`src/sv/tmq_pkg.sv`:
```
// Shared request and status codes and field widths of the timed message queue.
`timescale 1ns / 1ps
`default_nettype none
package tmq_pkg;
  localparam int unsigned OP_W = 2;
  localparam int unsigned HANDLE_W = 16;
  localparam int unsigned TAG_W = 16;
  localparam int unsigned PORT_TIME_W = 32;
  localparam int unsigned STATUS_W = 3;
  localparam int unsigned REMOVED_W = 5;

  localparam logic [OP_W-1:0] OP_ENQUEUE = 2'd0;
  localparam logic [OP_W-1:0] OP_POLL    = 2'd1;
  localparam logic [OP_W-1:0] OP_REMOVE  = 2'd2;
  localparam logic [OP_W-1:0] OP_QUIT    = 2'd3;

  localparam logic [STATUS_W-1:0] ST_OK      = 3'd0;
  localparam logic [STATUS_W-1:0] ST_REFUSED = 3'd1;
  localparam logic [STATUS_W-1:0] ST_FULL    = 3'd2;
  localparam logic [STATUS_W-1:0] ST_NOT_DUE = 3'd3;
  localparam logic [STATUS_W-1:0] ST_EMPTY   = 3'd4;
  localparam logic [STATUS_W-1:0] ST_CLOSED  = 3'd5;
endpackage
`default_nettype wire

```
`src/sv/tmq_front.sv`:
```
// Request front end: takes input transactions, picks the relevant time and queues commands.
`timescale 1ns / 1ps
`default_nettype none
module tmq_front
  import tmq_pkg::*;
#(
  parameter int unsigned TIME_BITS = 32
) (
  input  wire logic                   clk,
  input  wire logic                   rst,
  input  wire logic                   in_valid,
  output logic                        in_stall,
  input  wire logic [OP_W-1:0]        req_type,
  input  wire logic [HANDLE_W-1:0]    msg_handle,
  input  wire logic [TAG_W-1:0]       msg_tag,
  input  wire logic [PORT_TIME_W-1:0] due_time,
  input  wire logic [PORT_TIME_W-1:0] now_time,
  output logic                        cmd_valid,
  input  wire logic                   cmd_ready,
  output logic [OP_W-1:0]             cmd_op,
  output logic [HANDLE_W-1:0]         cmd_handle,
  output logic [TAG_W-1:0]            cmd_tag,
  output logic [TIME_BITS-1:0]        cmd_time
);
  logic [PORT_TIME_W-1:0] sel_time;
  logic [TIME_BITS-1:0]   item_time;
  logic [OP_W-1:0]        q_op     [2];
  logic [HANDLE_W-1:0]    q_handle [2];
  logic [TAG_W-1:0]       q_tag    [2];
  logic [TIME_BITS-1:0]   q_time   [2];
  logic                   wptr;
  logic                   rptr;
  logic [1:0]             fill;
  logic                   push;
  logic                   pop;

  // A poll carries the current time, every other request the due time.
  assign sel_time = (req_type == OP_POLL) ? now_time : due_time;

  generate
    if (TIME_BITS > PORT_TIME_W) begin : g_wide
      assign item_time = {{(TIME_BITS - PORT_TIME_W){1'b0}}, sel_time};
    end else begin : g_narrow
      assign item_time = sel_time[TIME_BITS-1:0];
    end
  endgenerate

  assign in_stall   = (fill == 2'd2);
  assign push       = in_valid && !in_stall;
  assign cmd_valid  = (fill != 2'd0);
  assign pop        = cmd_valid && cmd_ready;
  assign cmd_op     = q_op[rptr];
  assign cmd_handle = q_handle[rptr];
  assign cmd_tag    = q_tag[rptr];
  assign cmd_time   = q_time[rptr];

  always_ff @(posedge clk) begin
    if (push) begin
      q_op[wptr]     <= req_type;
      q_handle[wptr] <= msg_handle;
      q_tag[wptr]    <= msg_tag;
      q_time[wptr]   <= item_time;
    end
    if (rst) begin
      wptr <= 1'b0;
      rptr <= 1'b0;
      fill <= 2'd0;
    end else begin
      if (push) begin
        wptr <= !wptr;
      end
      if (pop) begin
        rptr <= !rptr;
      end
      if (push && !pop) begin
        fill <= fill + 2'd1;
      end else if (pop && !push) begin
        fill <= fill - 2'd1;
      end
    end
  end
endmodule
`default_nettype wire

```
`src/sv/tmq_back.sv`:
```
// Command engine: sorted message store, its walking sequencer and the result register.
`timescale 1ns / 1ps
`default_nettype none
module tmq_back
  import tmq_pkg::*;
#(
  parameter int unsigned QUEUE_DEPTH = 16,
  parameter int unsigned TIME_BITS   = 32
) (
  input  wire logic                 clk,
  input  wire logic                 rst,
  input  wire logic                 cmd_valid,
  output logic                      cmd_ready,
  input  wire logic [OP_W-1:0]      cmd_op,
  input  wire logic [HANDLE_W-1:0]  cmd_handle,
  input  wire logic [TAG_W-1:0]     cmd_tag,
  input  wire logic [TIME_BITS-1:0] cmd_time,
  output logic                      out_valid,
  input  wire logic                 out_stall,
  output logic [STATUS_W-1:0]       status,
  output logic [HANDLE_W-1:0]       out_handle,
  output logic [TAG_W-1:0]          out_tag,
  output logic [PORT_TIME_W-1:0]    out_due,
  output logic [PORT_TIME_W-1:0]    wait_ms,
  output logic                      wake,
  output logic [REMOVED_W-1:0]      removed_count
);
  localparam int unsigned AW = $clog2(QUEUE_DEPTH);
  localparam int unsigned CW = $clog2(QUEUE_DEPTH + 1);
  localparam logic [CW-1:0] FULL_COUNT = CW'(QUEUE_DEPTH);
  localparam logic [CW-1:0] ONE = CW'(1);

  localparam logic [2:0] S_IDLE     = 3'd0;
  localparam logic [2:0] S_ENQ_RD   = 3'd1;
  localparam logic [2:0] S_ENQ_CMP  = 3'd2;
  localparam logic [2:0] S_ENQ_PUT  = 3'd3;
  localparam logic [2:0] S_POLL_CMP = 3'd4;
  localparam logic [2:0] S_SHIFT_RD = 3'd5;
  localparam logic [2:0] S_SHIFT_WR = 3'd6;
  localparam logic [2:0] S_REM_CMP  = 3'd7;

  typedef struct packed {
    logic [TIME_BITS-1:0] due;
    logic [TAG_W-1:0]     tag;
    logic [HANDLE_W-1:0]  handle;
  } entry_t;

  entry_t             mem [QUEUE_DEPTH];
  entry_t             rdata;
  entry_t             new_entry;
  entry_t             wdata;
  logic               we;
  logic [AW-1:0]      waddr;
  logic [AW-1:0]      raddr;

  logic [2:0]               state;
  logic [CW-1:0]            count;
  logic                     quit;
  logic                     blocked;
  logic [CW-1:0]            idx;
  logic [CW-1:0]            wr;
  logic [CW-1:0]            gone;
  logic [TAG_W-1:0]         c_tag;
  logic [HANDLE_W-1:0]      c_handle;
  logic [TIME_BITS-1:0]     c_time;
  logic                     take;
  logic                     rem_hit;
  logic [TIME_BITS-1:0]     diff;
  logic [PORT_TIME_W-1:0]   head_due_p;
  logic [PORT_TIME_W-1:0]   diff_p;
  logic [CW-1:0]            gone_inc;
  // Remove walks reuse the shift read step; this flag marks such a walk.
  logic                     rem_mode;

  assign cmd_ready = (state == S_IDLE) && (!out_valid || !out_stall);
  assign take      = cmd_valid && cmd_ready;
  assign rem_hit   = (rdata.tag == c_tag);
  assign diff      = rdata.due - c_time;
  assign gone_inc  = gone + ONE;

  generate
    if (TIME_BITS >= PORT_TIME_W) begin : g_wide
      assign head_due_p = rdata.due[PORT_TIME_W-1:0];
      assign diff_p     = diff[PORT_TIME_W-1:0];
    end else begin : g_narrow
      assign head_due_p = {{(PORT_TIME_W - TIME_BITS){1'b0}}, rdata.due};
      assign diff_p     = {{(PORT_TIME_W - TIME_BITS){1'b0}}, diff};
    end
  endgenerate

  always_comb begin
    new_entry.due    = c_time;
    new_entry.tag    = c_tag;
    new_entry.handle = c_handle;
    if (state == S_IDLE) begin
      new_entry.due    = cmd_time;
      new_entry.tag    = cmd_tag;
      new_entry.handle = cmd_handle;
    end
  end

  // Store port control.
  always_comb begin
    we    = 1'b0;
    waddr = '0;
    wdata = rdata;
    raddr = idx[AW-1:0];
    case (state)
      S_IDLE: begin
        raddr = '0;
        if (take && cmd_op == OP_ENQUEUE && !quit && count == '0) begin
          we    = 1'b1;
          wdata = new_entry;
        end
      end
      S_ENQ_CMP: begin
        we    = 1'b1;
        waddr = idx[AW-1:0] + AW'(1);
        if (rdata.due <= c_time) begin
          wdata = new_entry;
        end
      end
      S_ENQ_PUT: begin
        we    = 1'b1;
        wdata = new_entry;
      end
      S_SHIFT_WR: begin
        we    = 1'b1;
        waddr = idx[AW-1:0] - AW'(1);
      end
      S_REM_CMP: begin
        we    = !rem_hit;
        waddr = wr[AW-1:0];
      end
      default: begin
      end
    endcase
  end

  always_ff @(posedge clk) begin
    if (we) begin
      mem[waddr] <= wdata;
    end
    rdata <= mem[raddr];
  end

  always_ff @(posedge clk) begin
    if (rst) begin
      state     <= S_IDLE;
      count     <= '0;
      quit      <= 1'b0;
      blocked   <= 1'b0;
      out_valid <= 1'b0;
    end else begin
      if (out_valid && !out_stall) begin
        out_valid <= 1'b0;
      end
      case (state)
        S_IDLE: begin
          if (take) begin
            c_tag         <= cmd_tag;
            c_handle      <= cmd_handle;
            c_time        <= cmd_time;
            status        <= ST_OK;
            out_handle    <= '0;
            out_tag       <= '0;
            out_due       <= '0;
            wait_ms       <= '0;
            wake          <= 1'b0;
            removed_count <= '0;
            case (cmd_op)
              OP_ENQUEUE: begin
                if (quit) begin
                  status    <= ST_REFUSED;
                  out_valid <= 1'b1;
                end else if (count == FULL_COUNT) begin
                  status    <= ST_FULL;
                  out_valid <= 1'b1;
                end else if (count == '0) begin
                  count     <= ONE;
                  wake      <= blocked;
                  out_valid <= 1'b1;
                end else begin
                  idx   <= count - ONE;
                  state <= S_ENQ_RD;
                end
              end
              OP_POLL: begin
                if (count == '0) begin
                  status    <= quit ? ST_CLOSED : ST_EMPTY;
                  blocked   <= blocked || !quit;
                  out_valid <= 1'b1;
                end else begin
                  state <= S_POLL_CMP;
                end
              end
              OP_REMOVE: begin
                if (count == '0) begin
                  out_valid <= 1'b1;
                end else begin
                  idx   <= '0;
                  wr    <= '0;
                  gone  <= '0;
                  state <= S_SHIFT_RD;
                end
              end
              OP_QUIT: begin
                wake      <= !quit;
                quit      <= 1'b1;
                out_valid <= 1'b1;
              end
              default: begin
              end
            endcase
          end
        end
        S_ENQ_RD: begin
          state <= S_ENQ_CMP;
        end
        S_ENQ_CMP: begin
          if (rdata.due > c_time) begin
            if (idx == '0) begin
              state <= S_ENQ_PUT;
            end else begin
              idx   <= idx - ONE;
              state <= S_ENQ_RD;
            end
          end else begin
            count     <= count + ONE;
            out_valid <= 1'b1;
            state     <= S_IDLE;
          end
        end
        S_ENQ_PUT: begin
          count     <= count + ONE;
          wake      <= blocked;
          out_valid <= 1'b1;
          state     <= S_IDLE;
        end
        S_POLL_CMP: begin
          if (c_time >= rdata.due) begin
            out_handle <= rdata.handle;
            out_tag    <= rdata.tag;
            out_due    <= head_due_p;
            blocked    <= 1'b0;
            count      <= count - ONE;
            out_valid  <= 1'b1;
            if (count > ONE) begin
              idx   <= ONE;
              state <= S_SHIFT_RD;
            end else begin
              state <= S_IDLE;
            end
          end else begin
            if (quit) begin
              status <= ST_CLOSED;
            end else begin
              status  <= ST_NOT_DUE;
              wait_ms <= diff_p;
              blocked <= 1'b1;
            end
            out_valid <= 1'b1;
            state     <= S_IDLE;
          end
        end
        S_SHIFT_RD: begin
          // A remove compares the entry just read; a pop moves it up one place.
          state <= rem_mode ? S_REM_CMP : S_SHIFT_WR;
        end
        S_SHIFT_WR: begin
          if (idx == count) begin
            state <= S_IDLE;
          end else begin
            idx   <= idx + ONE;
            state <= S_SHIFT_RD;
          end
        end
        S_REM_CMP: begin
          if (rem_hit) begin
            gone <= gone_inc;
          end else begin
            wr <= wr + ONE;
          end
          if (idx == count - ONE) begin
            count         <= rem_hit ? wr : wr + ONE;
            removed_count <= rem_hit ? REMOVED_W'(gone_inc) : REMOVED_W'(gone);
            out_valid     <= 1'b1;
            state         <= S_IDLE;
          end else begin
            idx   <= idx + ONE;
            state <= S_SHIFT_RD;
          end
        end
        default: begin
          state <= S_IDLE;
        end
      endcase
    end
  end

  always_ff @(posedge clk) begin
    if (rst) begin
      rem_mode <= 1'b0;
    end else if (take) begin
      rem_mode <= (cmd_op == OP_REMOVE);
    end
  end
endmodule
`default_nettype wire

```
`src/sv/timed_message_queue.sv`:
```
// Timed message queue: a two-entry command queue in front of a sorted-store engine.
// The command queue registers each command; quit, refused, full and every command on an
// empty store answer the cycle after the engine takes them, a poll after its compare step.
// Engine steps: a poll compares the head, then moves each remaining entry up one place;
// an enqueue walks down from the tail, moving later entries down; a remove compares each entry.
// Synchronous reset empties the store, clears quit and blocked and drops transactions.
`timescale 1ns / 1ps
`default_nettype none
module timed_message_queue
  import tmq_pkg::*;
#(
  parameter int unsigned QUEUE_DEPTH = 16,
  parameter int unsigned TIME_BITS   = 32
) (
  input  wire logic                   clk,
  input  wire logic                   rst,
  input  wire logic                   in_valid,
  output logic                        in_stall,
  input  wire logic [OP_W-1:0]        req_type,
  input  wire logic [HANDLE_W-1:0]    msg_handle,
  input  wire logic [TAG_W-1:0]       msg_tag,
  input  wire logic [PORT_TIME_W-1:0] due_time,
  input  wire logic [PORT_TIME_W-1:0] now_time,
  output logic                        out_valid,
  input  wire logic                   out_stall,
  output logic [STATUS_W-1:0]         status,
  output logic [HANDLE_W-1:0]         out_handle,
  output logic [TAG_W-1:0]            out_tag,
  output logic [PORT_TIME_W-1:0]      out_due,
  output logic [PORT_TIME_W-1:0]      wait_ms,
  output logic                        wake,
  output logic [REMOVED_W-1:0]        removed_count
);
  // Commands pass from the front end to the engine through a two-entry queue,
  // so input transactions are taken while the engine walks the store.
  logic                 cmd_valid;
  logic                 cmd_ready;
  logic [OP_W-1:0]      cmd_op;
  logic [HANDLE_W-1:0]  cmd_handle;
  logic [TAG_W-1:0]     cmd_tag;
  logic [TIME_BITS-1:0] cmd_time;

  tmq_front #(
    .TIME_BITS(TIME_BITS)
  ) u_front (
    .clk        (clk),
    .rst        (rst),
    .in_valid   (in_valid),
    .in_stall   (in_stall),
    .req_type   (req_type),
    .msg_handle (msg_handle),
    .msg_tag    (msg_tag),
    .due_time   (due_time),
    .now_time   (now_time),
    .cmd_valid  (cmd_valid),
    .cmd_ready  (cmd_ready),
    .cmd_op     (cmd_op),
    .cmd_handle (cmd_handle),
    .cmd_tag    (cmd_tag),
    .cmd_time   (cmd_time)
  );

  // The engine keeps the store sorted by due time and holds each result in
  // its output register until it is taken.
  tmq_back #(
    .QUEUE_DEPTH(QUEUE_DEPTH),
    .TIME_BITS  (TIME_BITS)
  ) u_back (
    .clk           (clk),
    .rst           (rst),
    .cmd_valid     (cmd_valid),
    .cmd_ready     (cmd_ready),
    .cmd_op        (cmd_op),
    .cmd_handle    (cmd_handle),
    .cmd_tag       (cmd_tag),
    .cmd_time      (cmd_time),
    .out_valid     (out_valid),
    .out_stall     (out_stall),
    .status        (status),
    .out_handle    (out_handle),
    .out_tag       (out_tag),
    .out_due       (out_due),
    .wait_ms       (wait_ms),
    .wake          (wake),
    .removed_count (removed_count)
  );
endmodule
`default_nettype wire
```
`config.mk`:
```
export PLATFORM = sky130hd
export DESIGN_NAME = timed_message_queue
export DESIGN_NICKNAME = d
export VERILOG_FILES = /design/src/sv/tmq_pkg.sv /design/src/sv/tmq_front.sv /design/src/sv/tmq_back.sv /design/src/sv/timed_message_queue.sv
export SDC_FILE = /design/constraint.sdc
export NUM_CORES = 2
export LEC_CHECK = 0
export BUFFER_PORTS_ARGS = -buffer_cell sky130_fd_sc_hd__buf_2
export CORE_UTILIZATION = 51
export DETAILED_ROUTE_END_ITERATION = 8
export HOLD_SLACK_MARGIN = 0.06
export MAX_ROUTING_LAYER = met4
export PLACE_DENSITY = 0.7
export SYNTH_ARGS = -nofsm -noshare
export SYNTH_HDL_FRONTEND = slang
export SYNTH_SLANG_ARGS = --single-unit
export TNS_END_PERCENT = 30
```
`constraint.sdc`:
```
create_clock -name clk -period 5.91 [get_ports clk]
set_input_delay 1.182 -clock clk [delete_from_list [all_inputs] [get_ports clk]]
set_output_delay 1.182 -clock clk [all_outputs]
set_load 0.05 [all_outputs]
```
==> metrics.md <==
| Metric | Value |
|---|---|
| Worst r2r src | u_back.c_time[5]$_DFFE_PP_ |
| Residual DRC | 0 |
| Worst-path maximum fanout | 21 |
| Vias | 36,300 |
| IO Pins | 209 |
| Setup crit start | u_back.c_time[5]$_DFFE_PP_ |
| Setup TNS | 0 ns |
| Yosys reg bits | 1,421 |
| Post-route ant nets | 0 |
| Setup ws final | 1.33 ns |
| DR iter-0 viols | 3,973 |
| Final Routed Wirelength | 152,000 µm |
| Total leakage power | 22.6 nW |
| CTS clk-pin slew, worst paths | 0.06 ns |
| Initial Utilization | 0.516 |
| DRT Pass-1 Iters | 6 |
| Fin crit period | 4.58 ns |
| Final Hold Viols | 0 |
| Power Density | 532 nW/µm² |
| Post-DP HPWL | 82,900 µm |
| First-pass GRT wire length | 224,000 µm |
| Chip Width | 343 µm |
| Crit start category | flip-flop |
| Syn nets | 4,199 |
| Hold_buf cts | 0 |
| Post-CTS sizing | 0 |
| IO buf count | 208 |
| Max Slew Vio Count | 0 |
| Synth top area share | 0.679 |
| Gr ovfl total | 0 |
| Synth top area cells | edfxtp_1 (68%), mux2i_1 (4.5%), mux2_2 (4.3%) |
| Yosys warning total | 0 |
| Num rows | 124 |
| Largest stage delay on the critical path | 0.79 ns |
| Origin of the worst min-delay path | u_back.rem_mode$_SDFFE_PP0P_ |
| Vias in the first global route | 35,500 |
| # setup viols final | 0 |
| Clock Tree Buf Depth | 3 |
| GRT Overall Usage | 0.262 |
| DP Worst Slack | 1.44 ns |
| Post-synth EDFFs | 1,340 |
| Core Region | 115,000 µm² |
| Power Total | 35.6 mW |
| CTS sink count | 1,421 |
| Worst min path class | reg -> reg |
| FFs w/ async S/R, synth | 0 |
| Crit. End Element | flip-flop |
| CP cell instances | inv_1 -> ha_1 -> nand2_1 -> nor3_1 -> and3_1 -> o32ai_2 -> a41oi_4 -> o21a_4 -> buf_4 -> a22oi_1 -> o21ai_1 |
| Synth-to-layout area growth | 12.9% |
| Area leader, netlist | edfxtp_1 |
| Fmax | 0.218 GHz |
| Predominant post-synthesis flop cell | edfxtp_1 |
| Layout cells sized above 1 | 0.189 |
| Initial antenna violation count | 1 |
| Die height | 343 µm |
| RSZ-0062 raised after global routing | no |
| Slew Limit Headroom | 0.0355 |
| Final hold slack | 0.496 ns |
| Netlist Area Pre-Place | 59,300 µm² |
| Critical path arrival | 4.92 ns |
| Sequential fraction of the synthesis area | 0.706 |
| CTS tree | built |
| Die area | 118,000 µm² |
| Type of the worst setup path | reg -> reg |
| Total CTS buffers | 145 |
| Vias per Instance | 6.22 |
| Max Cap Viol | 0 |
| Maximum VDD drop | 0.338 mV |
| Htree depth | 4 |
| GP Congestion | 0.899 |
| Post-CTS setup buffer count | 0 |
| Top Family by Delay on Critical Path | compound AO/OA/AOI/OAI gates |
| Nets | 4,354 |
| Worst-Margin Slew | 1.44 ns |
| Buf+Inv Stages, Crit Path | 2 |
| Synth cell types | 73 |
| Worst-Skew Late Latency | 0.76 ns |
| Avg Cell Area, Syn | 14.7 µm² |
| Status | complete, no violations |
| WL/cell | 26.0 µm |
| WP data required | 6.25 ns |
| Setup Skew | 0.0191 ns |
| Post-Syn Instances | 4,045 |
| Layout fillers | 8,801 |
| Largest net degree at the start of global routing | 131 |
| Worst path slowest cell | o21ai_1 |
| CTS root buffer | clkbuf_16 |
| Final worst path period share | 0.774 |
cell usage in the layout, fill, tap and decap left out, types with 9 or more instances in the layout:
cell and instances:
a211oi_1 9, a21o_1 12, a21oi_1 442, a221oi_1 65, a22oi_1 25, a22oi_2 40, and3_1 131, buf_12 28
buf_2 208, buf_4 54, clkbuf_1 39, clkbuf_16 149, clkbuf_8 15, clkinv_1 24, clkinv_2 22, dfxtp_1 79
edfxtp_1 1340, ha_1 49, inv_1 52, mux2_2 227, mux2i_1 265, nand2_1 186, nand2b_1 11, nand3_1 23
nand4_1 20, nor2_1 139, nor2_4 21, nor2b_1 9, nor3_1 80, o211ai_1 67, o21a_1 9, o21ai_0 94
o21ai_1 72, o21bai_1 11, o22ai_1 68, o31ai_1 69, xnor2_1 17, xor2_1 45
area by class of cell:
type	instances	area [µm²]	share of cell area
antenna	1	2.50	0.0000374
clock buffer	203	4080	0.0610
clock inverter	67	577	0.00862
inverter	57	218	0.00325
multi-input combinational	2285	16300	0.243
sequential	1421	41900	0.626
tap	1512	1890	0.0283
timing repair buffer	290	2010	0.0300
through the flow:
stage	utilization	cells	instance area [µm²]
2_1_floorplan	-	4045	59300
3_3_place_gp	0.542	5565	62200
3_5_place_dp	0.542	5565	62200
4_1_cts	0.583	5835	66900
5_1_grt	0.583	5835	66900
6_report	0.583	5836	66900
worst min-delay path, cell delays in order, from the launching register on:
cell,delay [ns]
dfxtp_1,0.33
nand2_1,0.06
a21oi_1,0.06
report_power, final:
part | total [mW] | leakage (nW) | switching (mW) | internal [mW]
clock | 8.94 | 2.27 | 3.79 | 5.15
combinational | 11.3 | 7.45 | 8.41 | 2.91
sequential | 15.3 | 12.8 | 0.628 | 14.7
total | 35.6 | 22.6 | 12.8 | 22.7
Yosys cell counts, drive strengths merged (69+ instances only):
master     n
nor3      83
o21ai    167
dfxtp     81
a21oi    445
o31ai     69
mux2     227
mux2i    265
nor2     160
clkbuf   214
edfxtp  1340
and3     132
nand2    191
layer usage:
metal  global-route usage  up-vias  part of all wire
li1                     -    16000                 -
met1                0.353    18200              0.41
met2                0.417     1776              0.48
met3               0.0367      266             0.083
met4               0.0781        0             0.025
met5                    -        -                 0
state kept, by name (all words and copies together), names as in the netlist, 2 cells and up, named ones only:
name / cells
u_back.mem: 1024
u_front.q_time: 64
u_back.c_time: 32
u_back.head_due_p: 32
u_back.out_due: 32
u_back.rdata: 32
u_back.wait_ms: 32
u_front.q_handle: 32
u_front.q_tag: 32
u_back.c_handle: 16
u_back.c_tag: 16
u_back.out_handle: 16
u_back.out_tag: 16
u_back.count: 5
u_back.gone: 5
u_back.idx: 5
u_back.removed_count: 5
u_back.wr: 5
u_front.q_op: 4
u_back.state: 3
u_back.status: 3
u_front.fill: 2
cell families (layout without fill, tap and decap cells):
family / Yosys count / count (layout) / synth area share
xor+xnor: 63 / 63 / 0.00954
mux: 492 / 492 / 0.0879
flops: 1421 / 1421 / 0.706
other cells: 0 / 1 / 0
simple gates: 656 / 656 / 0.0528
fa+ha+maj: 52 / 52 / 0.0114
compound gates: 1022 / 1022 / 0.109
buf+inv: 339 / 617 / 0.0235
final timing paths:
path                                                endpoint  slack [ns]  cells after the start
worst min-delay path            u_back.rem_mode$_SDFFE_PP0P_        0.50                      2
worst max register to register   u_back.mem[3][32]$_DFFE_PP_        1.33                     11
worst min register to register  u_back.rem_mode$_SDFFE_PP0P_        0.50                      2
worst max-delay path             u_back.mem[3][32]$_DFFE_PP_        1.33                     11
(Power assumes the default switching activity.)
